File: config.mk
export PLATFORM = sky130hd
export DESIGN_NAME = md5_message_digest_top
export DESIGN_NICKNAME = d
export VERILOG_FILES = /design/src/rtl/md5_pkg.sv /design/src/rtl/md5_ram.sv /design/src/rtl/md5_message_digest_top.sv
export SDC_FILE = /design/constraint.sdc
export NUM_CORES = 2
export LEC_CHECK = 0
export BUFFER_PORTS_ARGS = -buffer_cell sky130_fd_sc_hd__buf_2
export CAP_MARGIN = 20
export CORE_ASPECT_RATIO = 1.75
export CORE_MARGIN = 8
export CORE_UTILIZATION = 25
export CTS_CLUSTER_DIAMETER = 100
export DETAILED_ROUTE_END_ITERATION = 7
export GPL_TIMING_DRIVEN = 1
export PLACE_DENSITY = 0.51
export SETUP_SLACK_MARGIN = 0.15
export SYNTH_ARGS = -nofsm -noshare
export SYNTH_HDL_FRONTEND = slang
export SYNTH_SLANG_ARGS = --single-unit
File: constraint.sdc
create_clock -name i_clk -period 7.76 [get_ports i_clk]
set_input_delay 1.164 -clock i_clk [delete_from_list [all_inputs] [get_ports i_clk]]
set_output_delay 1.164 -clock i_clk [all_outputs]
set_load 0.02 [all_outputs]
File: src/rtl/md5_pkg.sv
// ----------------------------------------------------------------------------
// md5_pkg
// Shared types, constants and round tables of the md5 digest block.
// ----------------------------------------------------------------------------
package md5_pkg;

    localparam int WORD_W    = 32;
    localparam int BUF_DEPTH = 16;
    localparam int LEN_BITS  = 32;   // width of the running bit count, 32..64

    typedef logic [LEN_BITS-1:0] t_bit_len;

    localparam logic [31:0] INIT_A   = 32'h67452301;
    localparam logic [31:0] INIT_B   = 32'hefcdab89;
    localparam logic [31:0] INIT_C   = 32'h98badcfe;
    localparam logic [31:0] INIT_D   = 32'h10325476;
    localparam logic [7:0]  PAD_BYTE = 8'h80;

    typedef struct packed {
        logic [31:0] data_word;
        logic [2:0]  byte_count;
        logic        last;
    } t_in_beat;

    typedef struct packed {
        logic [31:0] digest_a;
        logic [31:0] digest_b;
        logic [31:0] digest_c;
        logic [31:0] digest_d;
    } t_out_beat;

    // message word used by a given round
    function automatic logic [3:0] msg_index(input logic [5:0] rnd);
        logic [3:0] q;
        logic [3:0] q2x;
        logic [3:0] q4x;
        logic [3:0] q8x;
        logic [3:0] g;
        q   = rnd[3:0];
        q2x = {q[2:0], 1'b0};
        q4x = {q[1:0], 2'b00};
        q8x = {q[0], 3'b000};
        case (rnd[5:4])
            2'd0:    g = q;
            2'd1:    g = q4x + q + 4'd1;
            2'd2:    g = q2x + q + 4'd5;
            default: g = q8x - q;
        endcase
        return g;
    endfunction

    // rotate amount of a round
    function automatic logic [4:0] rot_amount(input logic [5:0] rnd);
        logic [4:0] s;
        case ({rnd[5:4], rnd[1:0]})
            4'd0:    s = 5'd7;
            4'd1:    s = 5'd12;
            4'd2:    s = 5'd17;
            4'd3:    s = 5'd22;
            4'd4:    s = 5'd5;
            4'd5:    s = 5'd9;
            4'd6:    s = 5'd14;
            4'd7:    s = 5'd20;
            4'd8:    s = 5'd4;
            4'd9:    s = 5'd11;
            4'd10:   s = 5'd16;
            4'd11:   s = 5'd23;
            4'd12:   s = 5'd6;
            4'd13:   s = 5'd10;
            4'd14:   s = 5'd15;
            default: s = 5'd21;
        endcase
        return s;
    endfunction

    // sine-derived additive constant of a round
    function automatic logic [31:0] round_const(input logic [5:0] rnd);
        logic [31:0] k;
        case (rnd)
            6'd0:    k = 32'hd76aa478;
            6'd1:    k = 32'he8c7b756;
            6'd2:    k = 32'h242070db;
            6'd3:    k = 32'hc1bdceee;
            6'd4:    k = 32'hf57c0faf;
            6'd5:    k = 32'h4787c62a;
            6'd6:    k = 32'ha8304613;
            6'd7:    k = 32'hfd469501;
            6'd8:    k = 32'h698098d8;
            6'd9:    k = 32'h8b44f7af;
            6'd10:   k = 32'hffff5bb1;
            6'd11:   k = 32'h895cd7be;
            6'd12:   k = 32'h6b901122;
            6'd13:   k = 32'hfd987193;
            6'd14:   k = 32'ha679438e;
            6'd15:   k = 32'h49b40821;
            6'd16:   k = 32'hf61e2562;
            6'd17:   k = 32'hc040b340;
            6'd18:   k = 32'h265e5a51;
            6'd19:   k = 32'he9b6c7aa;
            6'd20:   k = 32'hd62f105d;
            6'd21:   k = 32'h02441453;
            6'd22:   k = 32'hd8a1e681;
            6'd23:   k = 32'he7d3fbc8;
            6'd24:   k = 32'h21e1cde6;
            6'd25:   k = 32'hc33707d6;
            6'd26:   k = 32'hf4d50d87;
            6'd27:   k = 32'h455a14ed;
            6'd28:   k = 32'ha9e3e905;
            6'd29:   k = 32'hfcefa3f8;
            6'd30:   k = 32'h676f02d9;
            6'd31:   k = 32'h8d2a4c8a;
            6'd32:   k = 32'hfffa3942;
            6'd33:   k = 32'h8771f681;
            6'd34:   k = 32'h6d9d6122;
            6'd35:   k = 32'hfde5380c;
            6'd36:   k = 32'ha4beea44;
            6'd37:   k = 32'h4bdecfa9;
            6'd38:   k = 32'hf6bb4b60;
            6'd39:   k = 32'hbebfbc70;
            6'd40:   k = 32'h289b7ec6;
            6'd41:   k = 32'heaa127fa;
            6'd42:   k = 32'hd4ef3085;
            6'd43:   k = 32'h04881d05;
            6'd44:   k = 32'hd9d4d039;
            6'd45:   k = 32'he6db99e5;
            6'd46:   k = 32'h1fa27cf8;
            6'd47:   k = 32'hc4ac5665;
            6'd48:   k = 32'hf4292244;
            6'd49:   k = 32'h432aff97;
            6'd50:   k = 32'hab9423a7;
            6'd51:   k = 32'hfc93a039;
            6'd52:   k = 32'h655b59c3;
            6'd53:   k = 32'h8f0ccc92;
            6'd54:   k = 32'hffeff47d;
            6'd55:   k = 32'h85845dd1;
            6'd56:   k = 32'h6fa87e4f;
            6'd57:   k = 32'hfe2ce6e0;
            6'd58:   k = 32'ha3014314;
            6'd59:   k = 32'h4e0811a1;
            6'd60:   k = 32'hf7537e82;
            6'd61:   k = 32'hbd3af235;
            6'd62:   k = 32'h2ad7d2bb;
            default: k = 32'heb86d391;
        endcase
        return k;
    endfunction

endpackage

File: src/rtl/md5_ram.sv
// ----------------------------------------------------------------------------
// md5_ram
// Generic single-port-write, single-port-read RAM with registered read data.
// ----------------------------------------------------------------------------
module md5_ram #(
    parameter int WIDTH = 32,
    parameter int DEPTH = 16
) (
    input  logic                     i_clk,
    input  logic                     i_wr_en,
    input  logic [$clog2(DEPTH)-1:0] i_wr_addr,
    input  logic [WIDTH-1:0]         i_wr_data,
    input  logic                     i_rd_en,
    input  logic [$clog2(DEPTH)-1:0] i_rd_addr,
    output logic [WIDTH-1:0]         o_rd_data
);

    logic [WIDTH-1:0] r_mem [DEPTH];
    logic [WIDTH-1:0] r_rd_data;

    always_ff @(posedge i_clk) begin
        if (i_wr_en) begin
            r_mem[i_wr_addr] <= i_wr_data;
        end
        if (i_rd_en) begin
            r_rd_data <= r_mem[i_rd_addr];
        end
    end

    assign o_rd_data = r_rd_data;

endmodule

File: src/rtl/md5_message_digest_top.sv
// ----------------------------------------------------------------------------
// md5_message_digest_top
// MD5 digest of a message streamed as 32-bit little-endian words.
// ----------------------------------------------------------------------------
// Input channel: one message word per beat, first byte in bits 7..0. Only a
// beat with last set may carry fewer than four bytes; a last beat with zero
// bytes closes the message (alone it gives the digest of the empty message).
// Output channel: one beat per message holding the four chaining words.
// Each accepted word is written into a 16-word block RAM. When the block
// fills, input stalls while the round registers are loaded, the 64 rounds
// run at one per cycle (each round reads its message word from the RAM
// ahead of it), and the result is folded into the chaining words. After
// the last beat the padding and length words are written one per cycle,
// followed by one or two compressions.
// Input is taken while a digest waits in the output register; only the
// next digest waits for the receiver. Reset restores the initial chaining
// words and clears the word and bit counts; the RAM is not cleared.
// ----------------------------------------------------------------------------
module md5_message_digest_top (
    input  logic               i_clk,
    input  logic               i_rst_n,
    input  logic               i_in_valid,
    output logic               o_in_ready,
    input  md5_pkg::t_in_beat  i_in_data,
    output logic               o_out_valid,
    input  logic               i_out_ready,
    output md5_pkg::t_out_beat o_out_data
);

    typedef enum logic [2:0] {
        S_IDLE,
        S_PAD,
        S_LOAD,
        S_ROUND,
        S_ADD,
        S_OUT
    } t_state;

    t_state              r_state;
    logic [3:0]          r_fill;
    md5_pkg::t_bit_len   r_bit_len;
    logic [5:0]          r_round;
    logic [31:0]         r_k;
    logic [31:0]         r_ca, r_cb, r_cc, r_cd;
    logic [31:0]         r_wa, r_wb, r_wc, r_wd;
    logic                r_need80;
    logic                r_low_done;
    logic                r_len_done;
    logic                r_finish;
    logic                r_out_valid;
    md5_pkg::t_out_beat  r_out_data;

    logic                accept;
    logic [2:0]          cnt;
    logic [31:0]         in_word;
    logic [31:0]         pad_word;
    logic [63:0]         len_ext;
    md5_pkg::t_bit_len   len_add;
    logic                ram_wr_en;
    logic [31:0]         ram_wr_data;
    logic                ram_rd_en;
    logic [3:0]          ram_rd_addr;
    logic [31:0]         ram_rd_data;
    logic [5:0]          n_round;
    logic [31:0]         f_val;
    logic [31:0]         sum;
    logic [63:0]         rot_dbl;
    logic [31:0]         n_wb;
    logic                out_free;

    assign o_in_ready  = (r_state == S_IDLE);
    assign accept      = i_in_valid && o_in_ready;
    assign o_out_valid = r_out_valid;
    assign o_out_data  = r_out_data;
    assign out_free    = !r_out_valid || i_out_ready;

    // bytes taken from this beat
    always_comb begin
        if (!i_in_data.last || i_in_data.byte_count > 3'd4) begin
            cnt = 3'd4;
        end else begin
            cnt = i_in_data.byte_count;
        end
    end

    // word written for the accepted beat, with the pad byte where it fits
    always_comb begin
        case (cnt)
            3'd0:    in_word = {24'h0, md5_pkg::PAD_BYTE};
            3'd1:    in_word = {16'h0, md5_pkg::PAD_BYTE, i_in_data.data_word[7:0]};
            3'd2:    in_word = {8'h0, md5_pkg::PAD_BYTE, i_in_data.data_word[15:0]};
            3'd3:    in_word = {md5_pkg::PAD_BYTE, i_in_data.data_word[23:0]};
            default: in_word = i_in_data.data_word;
        endcase
    end

    assign len_add = md5_pkg::t_bit_len'({cnt, 3'b000});
    assign len_ext = 64'(r_bit_len);

    always_comb begin
        if (r_need80) begin
            pad_word = {24'h0, md5_pkg::PAD_BYTE};
        end else if (!r_low_done) begin
            pad_word = (r_fill == 4'd14) ? len_ext[31:0] : 32'h0;
        end else begin
            pad_word = len_ext[63:32];
        end
    end

    assign ram_wr_en   = accept || (r_state == S_PAD);
    assign ram_wr_data = accept ? in_word : pad_word;

    // message word for the next round is fetched during the current round
    assign n_round     = r_round + 6'd1;
    assign ram_rd_en   = (r_state == S_LOAD) || (r_state == S_ROUND);
    assign ram_rd_addr = (r_state == S_LOAD) ? md5_pkg::msg_index(6'd0)
                                             : md5_pkg::msg_index(n_round);

    md5_ram #(
        .WIDTH (md5_pkg::WORD_W),
        .DEPTH (md5_pkg::BUF_DEPTH)
    ) u_block_ram (
        .i_clk     (i_clk),
        .i_wr_en   (ram_wr_en),
        .i_wr_addr (r_fill),
        .i_wr_data (ram_wr_data),
        .i_rd_en   (ram_rd_en),
        .i_rd_addr (ram_rd_addr),
        .o_rd_data (ram_rd_data)
    );

    // one md5 round
    always_comb begin
        case (r_round[5:4])
            2'd0:    f_val = (r_wb & r_wc) | (~r_wb & r_wd);
            2'd1:    f_val = (r_wd & r_wb) | (~r_wd & r_wc);
            2'd2:    f_val = r_wb ^ r_wc ^ r_wd;
            default: f_val = r_wc ^ (r_wb | ~r_wd);
        endcase
        sum     = r_wa + f_val + r_k + ram_rd_data;
        rot_dbl = {sum, sum} << md5_pkg::rot_amount(r_round);
        n_wb    = r_wb + rot_dbl[63:32];
    end

    always_ff @(posedge i_clk) begin
        if (!i_rst_n) begin
            r_state     <= S_IDLE;
            r_fill      <= '0;
            r_bit_len   <= '0;
            r_round     <= '0;
            r_ca        <= md5_pkg::INIT_A;
            r_cb        <= md5_pkg::INIT_B;
            r_cc        <= md5_pkg::INIT_C;
            r_cd        <= md5_pkg::INIT_D;
            r_need80    <= 1'b0;
            r_low_done  <= 1'b0;
            r_len_done  <= 1'b0;
            r_finish    <= 1'b0;
            r_out_valid <= 1'b0;
        end else begin
            if (r_state == S_OUT && out_free) begin
                r_out_valid <= 1'b1;
            end else if (i_out_ready) begin
                r_out_valid <= 1'b0;
            end
            unique case (r_state)
                S_IDLE: begin
                    if (accept) begin
                        r_fill     <= r_fill + 4'd1;
                        r_bit_len  <= r_bit_len + len_add;
                        r_finish   <= i_in_data.last;
                        r_need80   <= i_in_data.last && (cnt == 3'd4);
                        r_low_done <= 1'b0;
                        r_len_done <= 1'b0;
                        if (r_fill == 4'd15) begin
                            r_state <= S_LOAD;
                        end else if (i_in_data.last) begin
                            r_state <= S_PAD;
                        end
                    end
                end
                S_PAD: begin
                    r_fill <= r_fill + 4'd1;
                    if (r_need80) begin
                        r_need80 <= 1'b0;
                    end else if (!r_low_done) begin
                        if (r_fill == 4'd14) begin
                            r_low_done <= 1'b1;
                        end
                    end else begin
                        r_len_done <= 1'b1;
                    end
                    if (r_fill == 4'd15) begin
                        r_state <= S_LOAD;
                    end
                end
                S_LOAD: begin
                    r_wa    <= r_ca;
                    r_wb    <= r_cb;
                    r_wc    <= r_cc;
                    r_wd    <= r_cd;
                    r_round <= '0;
                    r_k     <= md5_pkg::round_const(6'd0);
                    r_state <= S_ROUND;
                end
                S_ROUND: begin
                    r_wa    <= r_wd;
                    r_wd    <= r_wc;
                    r_wc    <= r_wb;
                    r_wb    <= n_wb;
                    r_round <= n_round;
                    r_k     <= md5_pkg::round_const(n_round);
                    if (r_round == 6'd63) begin
                        r_state <= S_ADD;
                    end
                end
                S_ADD: begin
                    r_ca <= r_ca + r_wa;
                    r_cb <= r_cb + r_wb;
                    r_cc <= r_cc + r_wc;
                    r_cd <= r_cd + r_wd;
                    if (r_len_done) begin
                        r_state <= S_OUT;
                    end else if (r_finish) begin
                        r_state <= S_PAD;
                    end else begin
                        r_state <= S_IDLE;
                    end
                end
                S_OUT: begin
                    if (out_free) begin
                        r_out_data  <= '{digest_a: r_ca, digest_b: r_cb,
                                         digest_c: r_cc, digest_d: r_cd};
                        r_ca        <= md5_pkg::INIT_A;
                        r_cb        <= md5_pkg::INIT_B;
                        r_cc        <= md5_pkg::INIT_C;
                        r_cd        <= md5_pkg::INIT_D;
                        r_fill      <= '0;
                        r_bit_len   <= '0;
                        r_finish    <= 1'b0;
                        r_len_done  <= 1'b0;
                        r_state     <= S_IDLE;
                    end
                end
                default: begin
                    r_state <= S_IDLE;
                end
            endcase
        end
    end

    // no block ram write while a compression is reading it
    a_no_write_in_compress: assert property (@(posedge i_clk) disable iff (!i_rst_n)
        (r_state == S_LOAD || r_state == S_ROUND) |-> !ram_wr_en)
        else $error("block ram written during compression");

    // a compression starts only on a full block
    a_load_on_full: assert property (@(posedge i_clk) disable iff (!i_rst_n)
        (r_state == S_LOAD) |-> (r_fill == 4'd0))
        else $error("compression started on a partial block");

    // round counter rests at zero outside the round loop
    a_round_idle: assert property (@(posedge i_clk) disable iff (!i_rst_n)
        (r_state != S_ROUND) |-> (r_round == 6'd0))
        else $error("round counter not at zero");

    // fold happens only right after round 63
    a_add_after_last_round: assert property (@(posedge i_clk) disable iff (!i_rst_n)
        (r_state == S_ROUND && r_round == 6'd63) |=> (r_state == S_ADD))
        else $error("fold not after last round");

    // digest hand-off leaves a fresh message context
    a_digest_resets_ctx: assert property (@(posedge i_clk) disable iff (!i_rst_n)
        (r_state == S_OUT && out_free) |=>
            (o_out_valid && r_fill == 4'd0 && r_bit_len == '0 && r_state == S_IDLE))
        else $error("message context not cleared after digest");

endmodule

==> metrics.csv <==
stage,metric,value,unit
run,Max-cap violations,0,
critical_path,Max stage delay on crit path,0.54,ns
cts,clock transition at the registers of the reported paths,0.07,ns
grt,largest net degree at the start of global routing,139,
critical_path,"delay-heaviest family, CP",compound AO/OA/AOI/OAI gates,
synthesis,Syn Inst Count,5726,
outcome,failing checks,negative setup slack,
hold_path,Hold Path Class,flip-flop to flip-flop,
final_layout,Final nets,6603,
final_layout,layout cells sized above 1,18.5,%
sta,fmax,121,MHz
cts,H-tree Lvls,3,
final_layout,post-route design area,69800,sq um
sta,"Min Clock Period, post-route",8.26,ns
power,logic gate share of total power,2.3,%
power,Cell Int Power,8.66,mW
cts,Root Driver,clkbuf_16,
sta,Fin Clk Skew,0.0634,ns
grt,antenna violations before repair,5,
sta,final-report max-slew violation count,0,
sta,Final period util,106,%
detailed_routing,Antenna Violating Nets Remaining,0,
sta,max_slew headroom,23.8,%
cts,worst skew pair latency,0.73,ns
synthesis,top_reg_cell synth,edfxtp_1,
power,leakage,26.3,nW
die,Die W,377,um
detailed_routing,Avg Vias per Cell,5.03,
power,sequential power share,53.3,%
detailed_routing,DRC violations left,0,
grt,total global routing overflow,0,
synthesis,"Warnings, synthesis",0,
die,Die ar.,244000,sq um
cts,Max Buffers Root-to-Sink,3,
synthesis,sequential area share after synthesis,50.1,%
final_layout,area grow syn2layout,22.3,%
synthesis,post-synth top area cell,edfxtp_1,
synthesis,ranking of synthesized cells by area,"edfxtp_1 44%, dfxtp_1 6.3%, nand2_1 5.9%",
placement,routability cong.,0.941,
die,initial core utilization,25.1,%
synthesis,number of library cell types mapped by synthesis,91,
sta,fin worst setup slack,-0.497,ns
final_layout,final core utilization,30.7,%
power,Power Dens Cells,159,nW/um^2
outcome,status,"complete, but fails checks",
synthesis,asr flop ratio synth,0,%
power,Psw,2.46,mW
synthesis,register bit total from synthesis,1012,
detailed_routing,via count,47245,
placement,placed inst area,65400,sq um
synthesis,Syn Std Cell Area,57100,sq um
critical_path,CP Class,flip-flop to flip-flop,
synthesis,top-area cell type share of the netlist area,43.8,%
cts,number of CTS-inserted buffers,97,
detailed_routing,Routed WL per cell,23.3,um
detailed_routing,Initial DRC Count,3421,
synthesis,Mean Syn Cell Area,9.97,sq um
die,row count,232,
synthesis,"EDFF count, synth",832,
grt,first-pass GRT wire length,315,mm
critical_path,crit-path max FO,23,
critical_path,Setup crit start kind,flip-flop,
critical_path,Worst Path Arrival,8.67,ns
die,CORE AREA,228000,sq um
placement,dpl ws,-1.22,ns
cts,clock sink count,1012,
synthesis,Post-Syn Nets,6057,
critical_path,CP Buf/Inv Count,6,
critical_path,Slowest cell on crit path,fa_2,
power,Sw Ratio,22.1,%
power,clock share of power,44.4,%
placement,DP HPWL,158,mm
cts,CTS tree,built,
placement,IO buf count,169,
critical_path,CP most frequent cell,buf_4,
detailed_routing,Total Routed Length,219,mm
sta,Setup Viol. Count Final,12,
grt,vias in the first global route,47168,
cts,CTS Hold Bufs,0,
power,worst vdd ir,0.169,mV
detailed_routing,drt pass-1 iters,6,
die,die span in y,648,um
critical_path,CP required,8.18,ns
critical_path,kind of end point of the critical path,flip-flop,
sta,endpoints failing hold,0,
grt,total global-route track usage,17.2,%
sta,worst-margin pin slew,1.14,ns
sta,RSZ-0062 raised after global routing,true,
die,Ports,170,
[path summary, 6_finish.rpt]
kind | start | endpoint | slack, ns | cells past startpoint
max | r_round[4] | r_wb[31] | -0.50 | 37
max reg2reg | r_round[4] | r_wb[31] | -0.50 | 37
min reg2reg | r_finish | r_finish | 0.45 | 2
min | r_finish | r_finish | 0.45 | 2
[worst min-delay path: cells and delay by family, from the launching register on]
| kind | cells | cell delay (ns) |
|---|---|---|
| AOI/OAI and AO/OA | 1 | 0.05 |
| and+or+nand+nor | 1 | 0.05 |
| DFF | 1 | 0.31 |
[cell families (layout without fill, tap and decap cells)]
group / after synthesis / after routing / synth area share (%)
xor+xnor: 221 / 221 / 3.39
flops: 1012 / 1012 / 50.1
fa+ha+maj: 291 / 291 / 7.27
simple gates: 1938 / 1938 / 15.5
mux: 95 / 95 / 1.96
other cells: 0 / 2 / 0
buf+inv: 605 / 1232 / 4.03
compound gates: 1564 / 1564 / 17.8
[power groups by stage]
stage               Sequential [mW]  Clock (mW)  Combinational (mW)
CTS                            5.93        5.07               0.256
global route                   5.93        5.22               0.274
floorplan                      6.04           0               0.130
detailed placement             6.05           0               0.255
finish                         5.93        4.94               0.252
global placement               6.05           0               0.249
[repair_timing]
item	CTS	global route
setup buffers	22	12
setup endpoints to repair	24	27
resized for setup	97	104
cloned	1	0
pin swaps	59	49
[final cells by class]
type,instances,area (sq um)
clock inverter,47,553
tap,3042,3810
sequential,1012,28600
clock buffer,133,2710
inverter,263,987
timing repair buffer,789,5890
fill,23676,158000
antenna,2,5.00
multi-input combinational,4109,27300
[flip-flops by register name, indices dropped and copies added, names as in the netlist, 3 cells and up, named ones only]
register / cells
r_wd: 32
r_ca: 32
r_cc: 32
r_round: 6
u_block_ram.o_rd_data: 32
u_block_ram.r_mem: 512
r_state: 3
o_out_data: 128
r_fill: 4
r_wa: 32
r_bit_len: 29
r_wb: 32
r_cb: 32
r_cd: 32
r_wc: 32
r_k: 32
[through the flow]
step | power [mW] | std cells | setup TNS, ns | hold WS [ns]
floorplan | 6.18 | 5726 | 0 | 0.429
global placement | 6.30 | 9178 | -12.30 | 0.447
detailed placement | 6.30 | 9178 | -12.43 | 0.447
CTS | 11.3 | 9381 | -3.27 | 0.457
global route | 11.4 | 9396 | -7.56 | 0.489
finish | 11.1 | 9397 | -3.61 | 0.454
[synthesized netlist by cell type (159+ instances only)]
library cell	count
nand2_1	900
edfxtp_1	832
a21oi_1	386
o21ai_0	350
nor2_1	314
clkbuf_1	284
inv_1	259
ha_1	223
a211oi_1	193
dfxtp_1	180
and2_1	169
nor3_1	159
[cells in the final DEF, fill, tap and decap left out, types with 62 or more instances in the layout]
cell type  instances
clkbuf_16        100
xor2_1           111
a21oi_1          361
nand3_1          124
and2_1           166
nor3_1           144
buf_2            168
a21o_1            62
dfxtp_1          178
xnor2_1           99
nor2_1           298
inv_1            255
a311oi_1          73
o21ai_0          300
ha_1             205
a211oi_1         191
a31oi_1           96
fa_1              63
buf_4            583
edfxtp_1         832
nand2_1          895
[per-layer routing]
layer	GRT usage, %	wire, um	up-vias
met3	1.60	7660	539
met1	17.4	77200	23348
met5	0	0	-
met4	13.2	19900	0
met2	32.1	114000	1337
li1	-	-	22021
Note: power is estimated with default switching activity, not from simulation.
